**src/sv/mecanum_wheel_mixer_odometry_unit_defines.svh**
```systemverilog
// Assertion macros for the mecanum mixer block.
`ifndef MECANUM_WHEEL_MIXER_ODOMETRY_UNIT_DEFINES_SVH
`define MECANUM_WHEEL_MIXER_ODOMETRY_UNIT_DEFINES_SVH

// Assert that prop holds on every clock edge outside reset.
`define MWMO_ASSERT(label, prop, msg) \
  label: assert property (@(posedge clk) disable iff (rst) (prop)) else $error(msg);

// Assert with no reset gating.
`define MWMO_ASSERT_ALWAYS(label, prop, msg) \
  label: assert property (@(posedge clk) (prop)) else $error(msg);

`endif

```
**src/sv/mwmo_pkg.sv**
```systemverilog
`timescale 1ns / 1ps
`default_nettype none
package mwmo_pkg;
  localparam int SineTableDepth = 256;
  localparam int TransW = 20;
  localparam int PeriodW = 16;
  localparam logic [19:0] TransReset = 20'd121677;
  localparam logic [19:0] RotReset = 20'd16426;
  localparam logic [15:0] PeriodReset = 16'd6554;
  localparam logic [1:0] RegTrans = 2'd0;
  localparam logic [1:0] RegRot = 2'd1;
  localparam logic [1:0] RegPeriod = 2'd2;
  localparam logic signed [31:0] TurnPerRad = 32'sd683565276;
  localparam logic [7:0] WheelMin = 8'd7;
  localparam logic [7:0] WheelMax = 8'd250;
  localparam logic [7:0] WheelOff = 8'd127;

  // Multiplier operand selection, one product per step.
  typedef enum logic [3:0] {
    MUL_IDLE = 4'b0000,
    MUL_TX   = 4'b0001,
    MUL_TY   = 4'b0010,
    MUL_R    = 4'b0011,
    MUL_CX   = 4'b0100,
    MUL_SY   = 4'b0101,
    MUL_SX   = 4'b0110,
    MUL_CY   = 4'b0111,
    MUL_GXP  = 4'b1000,
    MUL_GYP  = 4'b1001,
    MUL_WP   = 4'b1010,
    MUL_DH   = 4'b1011
  } mul_op_t;

  typedef struct packed {
    logic    load;
    mul_op_t op;
    logic    finish;
  } mwmo_cmd_t;

  // Q1.14 sine of a folded Q30 angle (0..pi/2), degree-11 Taylor series.
  // Evaluated at elaboration only.
  function automatic logic signed [15:0] sine_poly(input longint unsigned x,
                                                   input logic neg);
    longint unsigned x2, t, s;
    x2 = (x * x) >> 30;
    t = (64'd1 << 30) - x2 / 110;
    t = (64'd1 << 30) - ((x2 * t) >> 30) / 72;
    t = (64'd1 << 30) - ((x2 * t) >> 30) / 42;
    t = (64'd1 << 30) - ((x2 * t) >> 30) / 20;
    t = (64'd1 << 30) - ((x2 * t) >> 30) / 6;
    s = (x * t) >> 30;
    s = (s + 64'd32768) >> 16;
    if (s > 64'd16384) s = 64'd16384;
    return neg ? -16'(s) : 16'(s);
  endfunction
endpackage
`default_nettype wire

```
**src/sv/mwmo_ctrl.sv**
```systemverilog
`timescale 1ns / 1ps
`default_nettype none
module mwmo_ctrl (
  input  wire logic             clk,
  input  wire logic             rst,
  input  wire logic             in_fire,
  input  wire logic             out_free,
  output mwmo_pkg::mwmo_cmd_t   cmd,
  output logic                  busy
);
  import mwmo_pkg::*;

  typedef enum logic [2:0] {
    S_IDLE = 3'b001,
    S_RUN  = 3'b010,
    S_DONE = 3'b100
  } state_t;

  state_t  state, state_next;
  mul_op_t step, step_next;

  always_comb begin
    state_next = state;
    step_next = step;
    cmd = '{load: 1'b0, op: MUL_IDLE, finish: 1'b0};
    unique case (state)
      S_IDLE: begin
        if (in_fire) begin
          cmd.load = 1'b1;
          state_next = S_RUN;
          step_next = MUL_TX;
        end
      end
      S_RUN: begin
        cmd.op = step;
        if (step == MUL_DH) state_next = S_DONE;
        else step_next = mul_op_t'(step + 4'd1);
      end
      S_DONE: begin
        if (out_free) begin
          cmd.finish = 1'b1;
          state_next = S_IDLE;
        end
      end
      default: state_next = S_IDLE;
    endcase
  end

  assign busy = (state != S_IDLE);

  always_ff @(posedge clk) begin
    if (rst) begin
      state <= S_IDLE;
      step <= MUL_IDLE;
    end else begin
      state <= state_next;
      step <= step_next;
    end
  end
endmodule
`default_nettype wire

```
**config.mk**
```make
export PLATFORM = sky130hd
export DESIGN_NAME = mwmo_ctrl
export DESIGN_NICKNAME = d
export VERILOG_FILES = /design/src/sv/mecanum_wheel_mixer_odometry_unit_defines.svh /design/src/sv/mwmo_pkg.sv /design/src/sv/mwmo_ctrl.sv
export SDC_FILE = /design/constraint.sdc
export NUM_CORES = 1
export LEC_CHECK = 0
export BUFFER_PORTS_ARGS = -buffer_cell sky130_fd_sc_hd__buf_4
export CAP_MARGIN = 30
export CORE_AREA = 3 3 40 42
export DETAILED_ROUTE_END_ITERATION = 10
export DIE_AREA = 0 0 43 45
export PLACE_DENSITY = 0.57
export SLEW_MARGIN = 10
export SYNTH_ARGS = -nofsm -noshare
export SYNTH_HDL_FRONTEND = slang
export SYNTH_SLANG_ARGS = --single-unit
```
**constraint.sdc**
```tcl
create_clock -name clk -period 1.5 [get_ports clk]
set_input_delay 0.15 -clock clk [delete_from_list [all_inputs] [get_ports clk]]
set_output_delay 0.15 -clock clk [all_outputs]
set_load 0.01 [all_outputs]
```
After elaboration in Yosys (flattened, before gate mapping)
Cells that the tools add are included.

Add/sub/neg operators: 1. Eq/ne operators: 9. Multiplexer cells: 12. Reductions and logical operators: 3.

Operators by type and width (count): 2-to-1 mux 4 bit (3); 2-to-1 mux 3 bit (3); case mux 3 bit (3 select lines) (1); != test 2 bit (second input constant) (4); case mux 4 bit (2 select lines) (1); AND reduction 3 bit (2); adder 4 x 1 -> 4 bit (second input constant) (1); == test 4 bit (second input constant) (1); 2-to-1 mux 1 bit (4); == test 3 x 1 -> 1 bit (second input constant) (1); == test 3 x 2 -> 1 bit (second input constant) (1); == test 3 bit (second input constant) (1); != test 3 x 1 -> 1 bit (second input constant) (1); nonzero test 2 bit (1).

Flip-flop bits (word level): 7. Logic and storage cells: 27.

Logic depth before layout (Yosys ltp)
Word-level depth: 3. Depth in mapped cells: 4.

Worst setup path after synthesis
OpenSTA, ideal clock, no wires.

Path type: reg2reg. Start point: register state[1]. End point: register step[2]. Library setup time: 0.070 ns. Arrival: 1.291 ns. Path slack: 0.139 ns. Stages on the path, launching flop included: 4. Path buffers: 0. Period minus slack after synthesis: 1.361 ns. Cells stage by stage: dfxtp_1 -> or3b_4 -> or4_1 -> a21oi_1.

Longest elaborated chain between the ends: 3. Elaborated cells on any way between the ends: 7.

RTL lines: start, declared (RTL line mwmo_ctrl.sv:19) `state_t state, state_next;`; start signal, assigned (RTL line mwmo_ctrl.sv:56) `state <= state_next;`; == test 3 x 2 -> 1 bit or == test 3 x 1 -> 1 bit (tied branches) (RTL line mwmo_ctrl.sv:26) `unique case (state)`; != test 2 bit (no line) or nonzero test 2 bit (tied branches); AND reduction 3 bit (no line); end signal, assigned (RTL line mwmo_ctrl.sv:57) `step <= step_next;`; end, declared (RTL line mwmo_ctrl.sv:20) `mul_op_t step, step_next;`.

Parallel ways exist; a longest one is shown, timed or not. A chain may end at the register's enable or synchronous reset.

==> impl_summary.txt <==
----------------------------------------------------
[STA]
  Setup skew after layout ... 2.97 ps
  Setup TNS after final layout ... 0 ps
  Slew headroom ... 83.2%
  Final period util ... 98.0%
  RSZ-0062 raised after global routing ... yes
  Post-layout minimum cycle time ... 1470 ps
  Number of setup violations in the final report ... 0
  Measured slew at the worst slew-check pin ... 249 ps
  Final max-slew violation count ... 0
  Final setup slack of the worst path ... 30.1 ps
  Peak Freq ... 680 MHz
  Final Hold Fails ... 0

[Setup path]
  Sort of element at the end of the critical path ... output pin
  Highest net fanout along the worst path ... 8
  Class of the most critical setup path ... flop to output pin
  Highest-delay cell along the critical path ... sky130_fd_sc_hd__or4bb_4
  Sequence of cells on the critical path ... or4bb_4 -> inv_2 -> buf_6
  Internal reg-to-reg setup slack ... 100 ps
  Category of the worst setup path launch point ... flop
  Data arrival at the endpoint of the critical path ... 1320 ps
  Crit path buf inv count ... 2
  Required time at the worst-slack endpoint ... 1350 ps
  Cell family with the largest share of critical-path delay ... simple AND/OR/NAND/NOR gates
  Slowest cell delay on critical path ... 550 ps

[Clock tree]
  Clock tree from TritonCTS ... yes
  TritonCTS Sinks ... 7
  Hold buffer count at cts ... 0
  Clock buffer count from CTS ... 3
  Buffers from clock root to sink, at most ... 2
  Deepest level of the CTS H-tree ... 1
  Clock Root Buffer ... sky130_fd_sc_hd__clkbuf_4
  Reg clk slew, reported paths ... 50 ps
  Clock latency reported for the late side of the worst-skew pair ... 250 ps

[Route]
  Via total after detailed routing ... 407
  Remaining antenna violation count ... 0
  Number of vias per cell after detailed routing ... 5.09
  Length of the first detailed-routing pass in iterations ... 3
  DRC violation total after the first TritonRoute iteration ... 3
  Post-detailed-routing wire length ... 915 um
  Routed length per placed instance ... 11.4 um
  Number of DRC violations after detailed routing ... 0

[Layout]
  Ratio of cells with drive above 1 in the final layout ... 44.6%
  Antenna cell count ... 0
  Area grow syn2layout ... 44.4%
  Total Nets Final ... 71

[Logic synthesis]
  Top post-synthesis cells by count ... sky130_fd_sc_hd__dfxtp_1 (7), sky130_fd_sc_hd__a21oi_1 (4), sky130_fd_sc_hd__and2_1 (4), sky130_fd_sc_hd__inv_1 (4), sky130_fd_sc_hd__nand3b_1 (3)
  Most area-consuming cells after synthesis ... sky130_fd_sc_hd__dfxtp_1 (34%), sky130_fd_sc_hd__and2_1 (6.0%), sky130_fd_sc_hd__nand3b_1 (5.4%)
  Flip-flop and latch count after synthesis ... 7
  Ys async rst share ... 0%
  Most frequent cell after synthesis ... sky130_fd_sc_hd__dfxtp_1
  Synth warnings ... 0
  Top cell type by total area after synthesis ... sky130_fd_sc_hd__dfxtp_1
  Most common flop cell mapped by yosys ... sky130_fd_sc_hd__dfxtp_1
  Post-synthesis instance total ... 46
  Nets in the synthesized netlist ... 51
  Area share of the largest cell type after synthesis ... 33.8%
  Mapped Avg Cell Area ... 9.00 um2
  Post-synth design cell area ... 414 um2
  Post-synth cell types ... 24
  Number of enable-type register cells in the synthesized netlist ... 0
  Sequential element share of the synthesized area ... 33.8%

[Die]
  Floorplan die area ... 1940 um2
  Number of cell rows ... 13
  Initial core utilization ... 32.2%
  IO Pins ... 11
  Die W ... 43 um
  Die height ... 45 um
  Core Region ... 1280 um2

[Run]
  Max capacitance violation total ... 0

[Power]
  Power per cell area ... 920 nW/um2
  Worst vdd rail ir drop ... 0.455 mV
  Leakage power ... 0.252 nW

[Place]
  Final RePlAce weighted congestion ... 0.762
  Pre-CTS worst setup slack ... 86.6 ps
  Number of port buffers ... 10
  Post-DP HPWL ... 633 um

[Global routing]
  Vias in the first global route ... 342
  Overall routing resource usage ... 10.9%
  Wire length of the first global-routing pass ... 1520 um
  Number of antenna violations at the first check in global routing ... 0
  Remaining global-route overflow ... 0
  Largest net degree at the start of global routing ... 10

[Run status]
  Result of the run ... completed

[Hold path]
  Worst hold path type ... input pin to flop

----------------------------------------------------
[layer usage]
layer	part of all wire [%]	up-vias	global-route usage, %
li1	-	213	-
met1	46	187	13.6
met2	48	7	15.9
met3	5.5	0	7.17
met4	0	0	1.81
met5	0	-	0
[where the power goes]
part	leakage (nW)	switching (mW)	internal (mW)
combinational	0.179	0.0593	0.0877
sequential	0.0581	0.0251	0.205
clock	0.0150	0.0712	0.102
[sequential cells by signal, summed over array words and instances (netlist names)]
register,flops
state,3
step,4
[metrics by stage]
step | cells | total power [mW] | util (%) | area, um2 | hold WS, ps
floorplan | 46 | 0.296 | - | 414 | 219
global placement | 73 | 0.348 | 40.7 | 523 | 384
detailed placement | 73 | 0.348 | 40.7 | 523 | 370
CTS | 77 | 0.531 | 43.1 | 554 | 103
global route | 80 | 0.592 | 46.5 | 598 | 117
finish | 80 | 0.550 | 46.5 | 598 | 107
[path summary, 6_finish.rpt]
kind,to,start,depth (start not counted)
worst max-delay path,cmd[5],state[2],3
worst min-delay path,step[2],rst,2
worst max register to register,step[3],state[2],4
worst min register to register,step[1],step[1],2
[repair_timing]
action | in CTS | in global routing
pin swaps | 0 | 1
resized for setup | 3 | 7
setup buffers | 0 | 3
gates cloned | 0 | 0
setup endpoints to repair | 1 | 6
[layout by cell type, fill, tap and decap left out, types with 3 or more instances in the layout]
| cell type | count |
|---|---|
| sky130_fd_sc_hd__a21oi_1 | 4 |
| sky130_fd_sc_hd__nand3b_1 | 3 |
| sky130_fd_sc_hd__inv_1 | 3 |
| sky130_fd_sc_hd__clkbuf_4 | 3 |
| sky130_fd_sc_hd__dfxtp_1 | 4 |
| sky130_fd_sc_hd__buf_4 | 13 |
| sky130_fd_sc_hd__and2_1 | 4 |
[area by class of cell]
class	count	area (um2)
clock buffers	4	26.3
inverters	4	15.0
repair buffers	15	120
multi-input cells	35	272
well taps	15	18.8
flip-flops and latches	7	146
fillers	129	687
[cells by family after synthesis]
kind of cell	synth area share, %
and+or+nand+nor	36.9
AOI/OAI and AO/OA	20.5
adders and majority gates	3.02
DFF	33.8
xor gates and xnor gates	2.12
buffers and inverters	3.62
[worst register-to-register path, delay by kind of cell, from the launching register on]
kind | cells | cell delay, ps
simple gates | 1 | 550
compound gates | 2 | 220
buf+inv | 1 | 160
flops | 1 | 370
(Power assumes the default switching activity.)
