--- src/sv/mecanum_wheel_mixer_odometry_unit_defines.svh ---
// Assertion macros for the mecanum mixer block.
`ifndef MECANUM_WHEEL_MIXER_ODOMETRY_UNIT_DEFINES_SVH
`define MECANUM_WHEEL_MIXER_ODOMETRY_UNIT_DEFINES_SVH

// Assert that prop holds on every clock edge outside reset.
`define MWMO_ASSERT(label, prop, msg) \
  label: assert property (@(posedge clk) disable iff (rst) (prop)) else $error(msg);

// Assert with no reset gating.
`define MWMO_ASSERT_ALWAYS(label, prop, msg) \
  label: assert property (@(posedge clk) (prop)) else $error(msg);

`endif

--- src/sv/mwmo_pkg.sv ---
`timescale 1ns / 1ps
`default_nettype none
package mwmo_pkg;
  localparam int SineTableDepth = 256;
  localparam int TransW = 20;
  localparam int PeriodW = 16;
  localparam logic [19:0] TransReset = 20'd121677;
  localparam logic [19:0] RotReset = 20'd16426;
  localparam logic [15:0] PeriodReset = 16'd6554;
  localparam logic [1:0] RegTrans = 2'd0;
  localparam logic [1:0] RegRot = 2'd1;
  localparam logic [1:0] RegPeriod = 2'd2;
  localparam logic signed [31:0] TurnPerRad = 32'sd683565276;
  localparam logic [7:0] WheelMin = 8'd7;
  localparam logic [7:0] WheelMax = 8'd250;
  localparam logic [7:0] WheelOff = 8'd127;

  // Multiplier operand selection, one product per step.
  typedef enum logic [3:0] {
    MUL_IDLE = 4'b0000,
    MUL_TX   = 4'b0001,
    MUL_TY   = 4'b0010,
    MUL_R    = 4'b0011,
    MUL_CX   = 4'b0100,
    MUL_SY   = 4'b0101,
    MUL_SX   = 4'b0110,
    MUL_CY   = 4'b0111,
    MUL_GXP  = 4'b1000,
    MUL_GYP  = 4'b1001,
    MUL_WP   = 4'b1010,
    MUL_DH   = 4'b1011
  } mul_op_t;

  typedef struct packed {
    logic    load;
    mul_op_t op;
    logic    finish;
  } mwmo_cmd_t;

  // Q1.14 sine of a folded Q30 angle (0..pi/2), degree-11 Taylor series.
  // Evaluated at elaboration only.
  function automatic logic signed [15:0] sine_poly(input longint unsigned x,
                                                   input logic neg);
    longint unsigned x2, t, s;
    x2 = (x * x) >> 30;
    t = (64'd1 << 30) - x2 / 110;
    t = (64'd1 << 30) - ((x2 * t) >> 30) / 72;
    t = (64'd1 << 30) - ((x2 * t) >> 30) / 42;
    t = (64'd1 << 30) - ((x2 * t) >> 30) / 20;
    t = (64'd1 << 30) - ((x2 * t) >> 30) / 6;
    s = (x * t) >> 30;
    s = (s + 64'd32768) >> 16;
    if (s > 64'd16384) s = 64'd16384;
    return neg ? -16'(s) : 16'(s);
  endfunction
endpackage
`default_nettype wire

--- src/sv/mwmo_datapath.sv ---
`timescale 1ns / 1ps
`default_nettype none
module mwmo_datapath #(
  parameter int SINE_TABLE_DEPTH = mwmo_pkg::SineTableDepth
) (
  input  wire logic                clk,
  input  wire logic                rst,
  input  wire mwmo_pkg::mwmo_cmd_t cmd,
  input  wire logic signed [15:0]  vel_x,
  input  wire logic signed [15:0]  vel_y,
  input  wire logic signed [15:0]  yaw_rate,
  input  wire logic                link_ok,
  input  wire logic [19:0]         trans_scale,
  input  wire logic [19:0]         rot_scale,
  input  wire logic [15:0]         tick_period,
  output logic [7:0]               wheel_cmd [4],
  output logic                     ok_q,
  output logic signed [31:0]       pos_x,
  output logic signed [31:0]       pos_y,
  output logic [15:0]              heading
);
  import mwmo_pkg::*;

  localparam int IdxW = $clog2(SINE_TABLE_DEPTH);

  // Quadrant folding per entry; the angle of each entry is a constant.
  logic signed [15:0] sine_rom [SINE_TABLE_DEPTH];
  for (genvar i = 0; i < SINE_TABLE_DEPTH; i++) begin : g_rom
    localparam longint unsigned D = SINE_TABLE_DEPTH;
    localparam longint unsigned U = 4 * i;
    localparam longint unsigned Fold = (U < D) ? U :
                                       (U < 2 * D) ? 2 * D - U :
                                       (U < 3 * D) ? U - 2 * D : 4 * D - U;
    localparam logic Neg = (U >= 2 * D);
    localparam longint unsigned XArg = ((Fold > D) ? D : Fold) * 64'd1686629713 / D;
    assign sine_rom[i] = sine_poly(XArg, Neg);
  end

  logic signed [15:0] vx, vy, wz;
  logic               ok;
  logic signed [19:0] trs, rts;
  logic [15:0]        per;
  logic signed [15:0] sn, cs;
  logic signed [37:0] tx, ty, rr;
  logic signed [32:0] gx, gy;
  logic signed [47:0] prod;
  logic signed [49:0] dxr, dyr;
  logic signed [32:0] wp;
  logic signed [31:0] pose_heading;
  logic signed [15:0] hc;
  logic [31:0]        sprod, cprod;
  logic [IdxW-1:0]    si, ci;
  logic signed [35:0] ma;
  logic signed [35:0] mb;
  logic signed [71:0] mfull;

  // Table index = floor(h * depth / 65536)
  assign hc = pose_heading[31:16] + 16'sh4000;
  assign sprod = {16'd0, pose_heading[31:16]} * 32'(SINE_TABLE_DEPTH);
  assign cprod = {16'd0, hc} * 32'(SINE_TABLE_DEPTH);
  assign si = sprod[16 +: IdxW];
  assign ci = cprod[16 +: IdxW];

  // Shared multiplier; both operands are 36 bits wide.
  always_comb begin
    ma = '0;
    mb = '0;
    unique case (cmd.op)
      MUL_TX:  begin ma = 36'(vx); mb = 36'($signed({1'b0, trs})); end
      MUL_TY:  begin ma = 36'(vy); mb = 36'($signed({1'b0, trs})); end
      MUL_R:   begin ma = 36'(wz); mb = 36'($signed({1'b0, rts})); end
      MUL_CX:  begin ma = 36'(cs); mb = 36'(vx); end
      MUL_SY:  begin ma = 36'(sn); mb = 36'(vy); end
      MUL_SX:  begin ma = 36'(sn); mb = 36'(vx); end
      MUL_CY:  begin ma = 36'(cs); mb = 36'(vy); end
      MUL_GXP: begin ma = 36'(gx); mb = 36'($signed({1'b0, per})); end
      MUL_GYP: begin ma = 36'(gy); mb = 36'($signed({1'b0, per})); end
      MUL_WP:  begin ma = 36'(wz); mb = 36'($signed({1'b0, per})); end
      MUL_DH:  begin ma = 36'(wp); mb = 36'(TurnPerRad); end
      default: ;
    endcase
  end
  assign mfull = ma * mb;
  assign prod = mfull[47:0];

  function automatic logic [7:0] wbyte(input logic signed [39:0] s);
    logic signed [39:0] v;
    v = s + (40'sd127 <<< 20);
    if (v >= (40'sd250 <<< 20)) return WheelMax;
    if (v < (40'sd7 <<< 20)) return WheelMin;
    return v[27:20];
  endfunction

  function automatic logic signed [31:0] sat_add(input logic signed [31:0] a,
                                                  input logic signed [49:0] d);
    logic signed [50:0] r;
    r = 51'(a) + 51'(d);
    if (r > 51'sd2147483647) return 32'sh7fffffff;
    if (r < -51'sd2147483648) return 32'sh80000000;
    return r[31:0];
  endfunction

  logic signed [39:0] etx, ety, er;
  assign etx = 40'(tx);
  assign ety = 40'(ty);
  assign er = 40'(rr);

  logic signed [63:0] dh_full;
  logic signed [63:0] dh_sum;
  assign dh_full = mfull[63:0];
  assign dh_sum = dh_full + 64'sd134217728;

  always_ff @(posedge clk) begin
    if (cmd.load) begin
      vx <= vel_x; vy <= vel_y; wz <= yaw_rate; ok <= link_ok;
      trs <= trans_scale; rts <= rot_scale; per <= tick_period;
      sn <= sine_rom[si];
      cs <= sine_rom[ci];
    end
    unique case (cmd.op)
      MUL_TX:  tx <= prod[37:0];
      MUL_TY:  ty <= prod[37:0];
      MUL_R:   rr <= prod[37:0];
      MUL_CX:  gx <= 33'(prod);
      MUL_SY:  gx <= gx - 33'(prod);
      MUL_SX:  gy <= 33'(prod);
      MUL_CY:  gy <= gy + 33'(prod);
      MUL_GXP: dxr <= 50'(prod + 48'sd33554432) >>> 26;
      MUL_GYP: dyr <= 50'(prod + 48'sd33554432) >>> 26;
      MUL_WP:  wp <= prod[32:0];
      default: ;
    endcase
    if (cmd.finish) begin
      wheel_cmd[0] <= wbyte(-etx + ety + er);
      wheel_cmd[1] <= wbyte(etx + ety + er);
      wheel_cmd[2] <= wbyte(-etx - ety + er);
      wheel_cmd[3] <= wbyte(etx - ety + er);
      ok_q <= ok;
    end
  end

  // Pose state; updated on the final multiply when the link is up.
  always_ff @(posedge clk) begin
    if (rst) begin
      pose_heading <= '0;
      pos_x <= '0;
      pos_y <= '0;
    end else if (cmd.op == MUL_DH && ok) begin
      pose_heading <= pose_heading + dh_sum[59:28];
      pos_x <= sat_add(pos_x, dxr);
      pos_y <= sat_add(pos_y, dyr);
    end
  end
  assign heading = pose_heading[31:16];
endmodule
`default_nettype wire

--- config.mk ---
export PLATFORM = sky130hd
export DESIGN_NAME = mwmo_datapath
export DESIGN_NICKNAME = d
export VERILOG_FILES = /design/src/sv/mecanum_wheel_mixer_odometry_unit_defines.svh /design/src/sv/mwmo_pkg.sv /design/src/sv/mwmo_datapath.sv
export SDC_FILE = /design/constraint.sdc
export NUM_CORES = 2
export LEC_CHECK = 0
export BUFFER_PORTS_ARGS = -buffer_cell sky130_fd_sc_hd__buf_2
export CAP_MARGIN = 20
export CORE_MARGIN = 3
export CORE_UTILIZATION = 55
export CTS_BUF_LIST = sky130_fd_sc_hd__clkbuf_8
export CTS_CLUSTER_SIZE = 20
export DETAILED_ROUTE_END_ITERATION = 10
export PLACE_DENSITY_LB_ADDON = 0.25
export SLEW_MARGIN = 0
export SYNTH_ARGS = -nofsm -noshare
export SYNTH_HDL_FRONTEND = slang
export SYNTH_SLANG_ARGS = --single-unit
--- constraint.sdc ---
create_clock -name clk -period 18.7 [get_ports clk]
set_clock_uncertainty 0.05 [all_clocks]
set_input_delay 1.87 -clock clk [delete_from_list [all_inputs] [get_ports clk]]
set_output_delay 1.87 -clock clk [all_outputs]
set_load 0.02 [all_outputs]
* After elaboration in Yosys (flattened, before gate mapping)
Memory sizes are Yosys's and may differ from the RTL's. A register that Yosys moved wholly into a read port is not among the register bits.
Index checks and enable logic that the tools add are counted.
** Storage, ports and cells
- Flip-flop bits (word level) :: 493
- Memories kept :: 2
- Logic and storage cells :: 144
- Input bits :: 113
- Bits in read-only memories :: 8192
** Cells by class
- Muxes and demuxes :: 62
- Reduce and logical (&&, ||, !) cells :: 10
- Multipliers :: 1
- Add/subtract/negate cells :: 21
- Bitwise operators :: 2
- Eq/ne operators :: 11
- Magnitude comparators :: 12
** Memory list
- (name not given) :: words 256, width 16, rd ports 1, clocked after memory_dff 1, wr ports 0, line mwmo_datapath.sv:118 : cs <= sine_rom[ci];
- (name not given) :: words 256, width 16, rd ports 1, clocked after memory_dff 1, wr ports 0, line mwmo_datapath.sv:117 : sn <= sine_rom[si];
** Operators with widths (number)
- case mux 36 bit (8 select lines) :: 1
- 2-to-1 mux 32 bit :: 8
- case mux 36 bit (6 select lines) :: 1
- adder 40 x 28 -> 40 bit (second input constant) :: 4
- greater-or-equal comparator 40 x 29 -> 1 bit (second input constant) :: 4
- < comparator 40 x 24 -> 1 bit (second input constant) :: 4
- case mux 33 bit (2 select lines) :: 2
- 2-to-1 mux 8 bit :: 16
- adder 40 x 38 -> 40 bit :: 3
- adder 39 x 38 -> 40 bit :: 2
- adder 32 x 23 -> 33 bit :: 2
- greater-than comparator 33 x 32 -> 1 bit (second input constant) :: 2
- < comparator 33 x 32 -> 1 bit (second input constant) :: 2
- adder 60 x 29 -> 60 bit (second input constant) :: 1
- multiplier 36 x 36 -> 60 bit :: 1
- adder 48 x 27 -> 49 bit (second input constant) :: 1
- negator 38 -> 40 bit :: 1
- subtractor 40 x 38 -> 40 bit :: 1
- adder 38 x 38 -> 39 bit :: 1
- subtractor 38 x 38 -> 39 bit :: 1
- 2-to-1 mux 1 bit :: 34
- adder 33 bit :: 1
- subtractor 33 bit :: 1
- adder 32 bit :: 1
- 10 further kinds :: 24

* Logic depth before layout (Yosys ltp)
- Depth in word-level cells :: 11
- Depth in mapped cells :: 57

* Worst setup path after synthesis
Ideal clock, no wire load.
- Path kind :: input port to flip-flop
- From :: in cmd[1] in the netlist's numbering
- To :: reg pose_heading[31]
- Slack :: 3.077 ns
- Data required time :: 18.527 ns
- Stages on the path :: 51
- Data arrival time :: 15.449 ns
- Buffers on the path :: 7
- Path through :: clkbuf_1 clkbuf_1 nand2_1 clkbuf_1 nor3_1 clkbuf_1 a221oi_1 clkbuf_1 nor2_1 fa_1 fa_1 fa_1 inv_1 fa_1 inv_1 fa_1 inv_1 fa_1 [... 15 more ...] nand3_1 clkbuf_1 nor4_1 xor2_1 ha_1 a21o_1 a21o_1 a21oi_1 o21a_1 a21boi_0 a221o_1 a41oi_1 mux2i_1 a2111oi_0 xor2_1 and4_1 o21ai_1 mux2_1
** Between the ends
- Word-level cells in the longest chain between the ends :: 6
- Elaborated cells on any way between the ends :: 24
- Classes of those cells :: add/sub (2); mul (1); eq/ne (11); mux (2); reduce/logical (8)
** Ends and longest elaborated chain
- from (decl) :: line mwmo_datapath.sv:8 : input wire mwmo_pkg::mwmo_cmd_t cmd,
- equality test 4 bit, or another cell as far along :: line mwmo_datapath.sv:68 : unique case (cmd.op)
- OR reduction 3 bit (no source line) or OR reduction 2 bit (tied branches)
- case mux 36 bit (6 select lines) or case mux 36 bit (8 select lines) (tied branches) :: line mwmo_datapath.sv:68
- multiplier 36 x 36 -> 60 bit * :: line mwmo_datapath.sv:83 : assign mfull = ma * mb;
- net mfull[37] :: line mwmo_datapath.sv:55 : logic signed [71:0] mfull;
- adder 60 x 29 -> 60 bit * :: line mwmo_datapath.sv:111 : assign dh_sum = dh_full + 64'sd134217728;
- adder 32 bit * :: line mwmo_datapath.sv:149 : pose_heading <= pose_heading + dh_sum[59:28];
- to (signal assigned) :: line mwmo_datapath.sv:149
- to (decl) :: line mwmo_datapath.sv:49 : logic signed [31:0] pose_heading;
The timed path passes the listed nets; every way through them passes the cells marked *.
A chain may end at the register's enable or synchronous reset.

* Worst setup path after layout
- From :: in cmd[3] in the netlist's numbering
- To :: reg pose_heading[31]
The elaborated chain is that of the path after synthesis.

==> metrics <==
CTS tree done; type of the worst min-delay path flip-flop to flip-flop; Sinks on Clock Net between 500 and 600; CP max stage cell nand2_1; status finished, final reports clean; Primary FF master, synth edfxtp_1; count of state elements after synthesis roughly 530; Max Cap Viol 0; number of gates resized after CTS 0; residual overflow from global routing 0; overall die width 390 microns; headroom to the max-slew limit about 25%; required time of the critical path between 15000 and 20000 ps; DP HPWL around 230000 microns; worst stage delay on the critical path 680 ps; setup repair after global routing missed its margin no; Worst-Margin Slew 1130 ps; postcts setup bufs 0; pin count of the biggest net entering global routing 84; Crit path depth between 40 and 50; Yosys Warn Count 0; worst path buffer plus inverter count 8; remaining number of nets flagged by the antenna check after routing 0; latest clock arrival within the worst-skew pair about 770 ps; count of hold-fix buffers inserted at cts 0; routability-driven placement congestion ratio 1.01; root buf cell clkbuf_8; cell depth of the worst hold path 2; final standard cell utilization of the core 59.3%; share of the clock period used by the worst path around nine tenths; number of antenna violations at the first check in global routing 32; Netlist cell types roughly 110; peak fanout along the critical path 24; Mapped Avg Cell Area slightly above 9 sq um; Fmax approximately 59 MHz; Area Overhead vs Synth 6.75%; # nets final about 11000; cell family with the largest share of critical-path delay adder cells; top-level I/O count about 230; TNS Setup 0 ps; initial core utilization between 50 and 60%; fill cell count between 10000 and 15000; number of DRC markers in iteration 0 6399; maximum level of the CTS H-tree 3; number of nets in the synthesized netlist 10825; type of origin of the critical path primary input; sequential cell area 14800 sq um; Max Slew Vio Count 0; async set-reset flop share out of synthesis 0%; Synth Cell Area just over 80000 sq um; number of global-route vias before repair 66779; sequential area share after synthesis a little under a fifth; number of cells on the worst reg-to-reg path 48; crit path time final between 15000 and 20000 ps; commonest cells after routing, fill and taps aside 1663 x inv_1, 1244 x fa_1, 798 x nand2_1, 756 x nor2_1, 703 x ha_1; Routed wire per std cell around 25 microns; number of enable-type register cells in the synthesized netlist between 400 and 500; multi-input combinational cell area roughly 59000 sq um; number of placement rows 140; cell count after synthesis ~8800; count of final hold-check violations 0; total routing resource utilization after global routing 36.3%; global-route wire length before repair slightly above 400000 microns; core region area approximately 150000 sq um; most used cell along the critical path fa_1; endpoints failing setup 0; I/O Buffers between 200 and 250; arrival time at the worst endpoint ~18000 ps; total clock buffers created by CTS 91; clock edge transition at the registers on the reported setup and hold paths around 70 ps; DIE HEIGHT 390 microns; path type of the worst setup path primary input to flip-flop; maximum clock path buffer count 3; average vias per placed instance slightly above 6; count of unresolved DRC violations after routing 0; total length of routed wires about 280000 microns; Critical Path Sink Type flip-flop; iteration count of the initial detailed-routing pass 6; area of the die approximately 150000 sq um; number of vias after detailed routing 66023; fraction of final layout cells sized beyond drive strength 1 7.41%; most common library cell in the layout ignoring fill and taps inv_1
-- worst reg2reg max path, delay by kind of cell, from the launching register on --
kind | cells | cell delay, ps
adders and majority gates | 11 | 5110
xor gates and xnor gates | 3 | 500
AOI/OAI and AO/OA | 13 | 3140
and+or+nand+nor | 9 | 2990
muxes | 3 | 740
buffers and inverters | 9 | 1990
DFF | 1 | 490
-- final cells by class --
type / count / area share (%)
multi-input combinational: 6244 / 68.1
sequential: 525 / 17.1
inverter: 1657 / 7.19
tap: 1917 / 2.77
timing repair buffer: 366 / 2.58
clock buffer: 95 / 1.51
clock inverter: 70 / 0.608
antenna: 27 / 0.0781
-- routing by layer --
metal	wire (microns)	GRT usage (%)	vias to the layer above	share of wire [%]
li1	-	-	29041	-
met1	105000	47.0	32914	38
met2	124000	56.8	3298	45
met3	24600	6.02	770	8.9
met4	21700	23.6	0	7.9
met5	0	0	-	0
-- worst paths after layout --
path,startpoint,to,slack [ps]
setup / recovery,cmd[3],pose_heading[31],1610
hold / removal,pose_heading[12],pose_heading[12],420
setup reg to reg,vy[15],pose_heading[31],3600
hold reg to reg,pose_heading[12],pose_heading[12],420
-- synth_stat cells, types with 19 or more instances --
library cell	n	area (sq um)
a2111oi_0	29	254
a211o_1	24	210
a211oi_1	93	698
a21boi_0	19	143
a21o_1	190	1430
a21oi_1	482	2410
a221oi_1	23	201
a22oi_1	44	330
a311oi_1	20	175
a31oi_1	51	319
and2_1	45	282
and3_1	31	194
buf_1	25	93.8
clkbuf_1	291	1090
dfxtp_1	96	1920
edfxtp_1	429	12900
fa_1	1244	24900
ha_1	703	8800
inv_1	1651	6200
mux2i_1	51	510
mux4_2	24	541
nand2_1	799	3000
nand2b_1	66	413
nand3_1	104	521
nand4_1	45	282
nor2_1	761	2860
nor2b_1	41	257
nor3_1	133	666
nor4_1	19	119
o211ai_1	53	398
o21a_1	41	308
o21ai_0	331	1660
o21bai_1	60	450
o221ai_1	19	166
o31ai_1	22	165
or2_2	29	181
or3_1	26	163
xnor2_1	229	2010
xor2_1	110	963
-- cell families (layout without fill, tap and decap cells) --
logic type / count (synthesis) / after routing / share of synthesized area (%)
flops: 525 / 525 / 18.3
other cells: 0 / 27 / 0
mux: 81 / 81 / 1.38
xor+xnor: 342 / 342 / 3.74
compound gates: 1699 / 1699 / 13.8
simple gates: 2175 / 2175 / 11.8
buf+inv: 1996 / 2188 / 9.34
fa+ha+maj: 1947 / 1947 / 41.6
-- through the flow --
| step | hold WS (ps) | worst slack, ps | instance area, sq um | cells |
|---|---|---|---|---|
| floorplan | 386 | 3080 | 81000 | 8765 |
| global route | 434 | 1010 | 86400 | 10893 |
| global placement | 395 | 1430 | 84500 | 10702 |
| CTS | 410 | 2130 | 86300 | 10869 |
| finish | 416 | 1610 | 86500 | 10901 |
| detailed placement | 402 | 1330 | 84500 | 10704 |
-- state kept, by name (all words and copies together) (netlist names), 16 cells and up --
signal        cells
pose_heading     32
vy               16
ty               38
pos_x            32
gy               33
wp               33
wz               16
tx               38
sn               16
rr               38
dyr              23
cs               16
wheel_cmd        32
pos_y            32
per              16
gx               33
vx               16
rts              20
trs              20
dxr              23
Power is left out: the tool's default activity adds up to more than one toggle a clock period on the data nets, which glitch-free logic cannot reach.
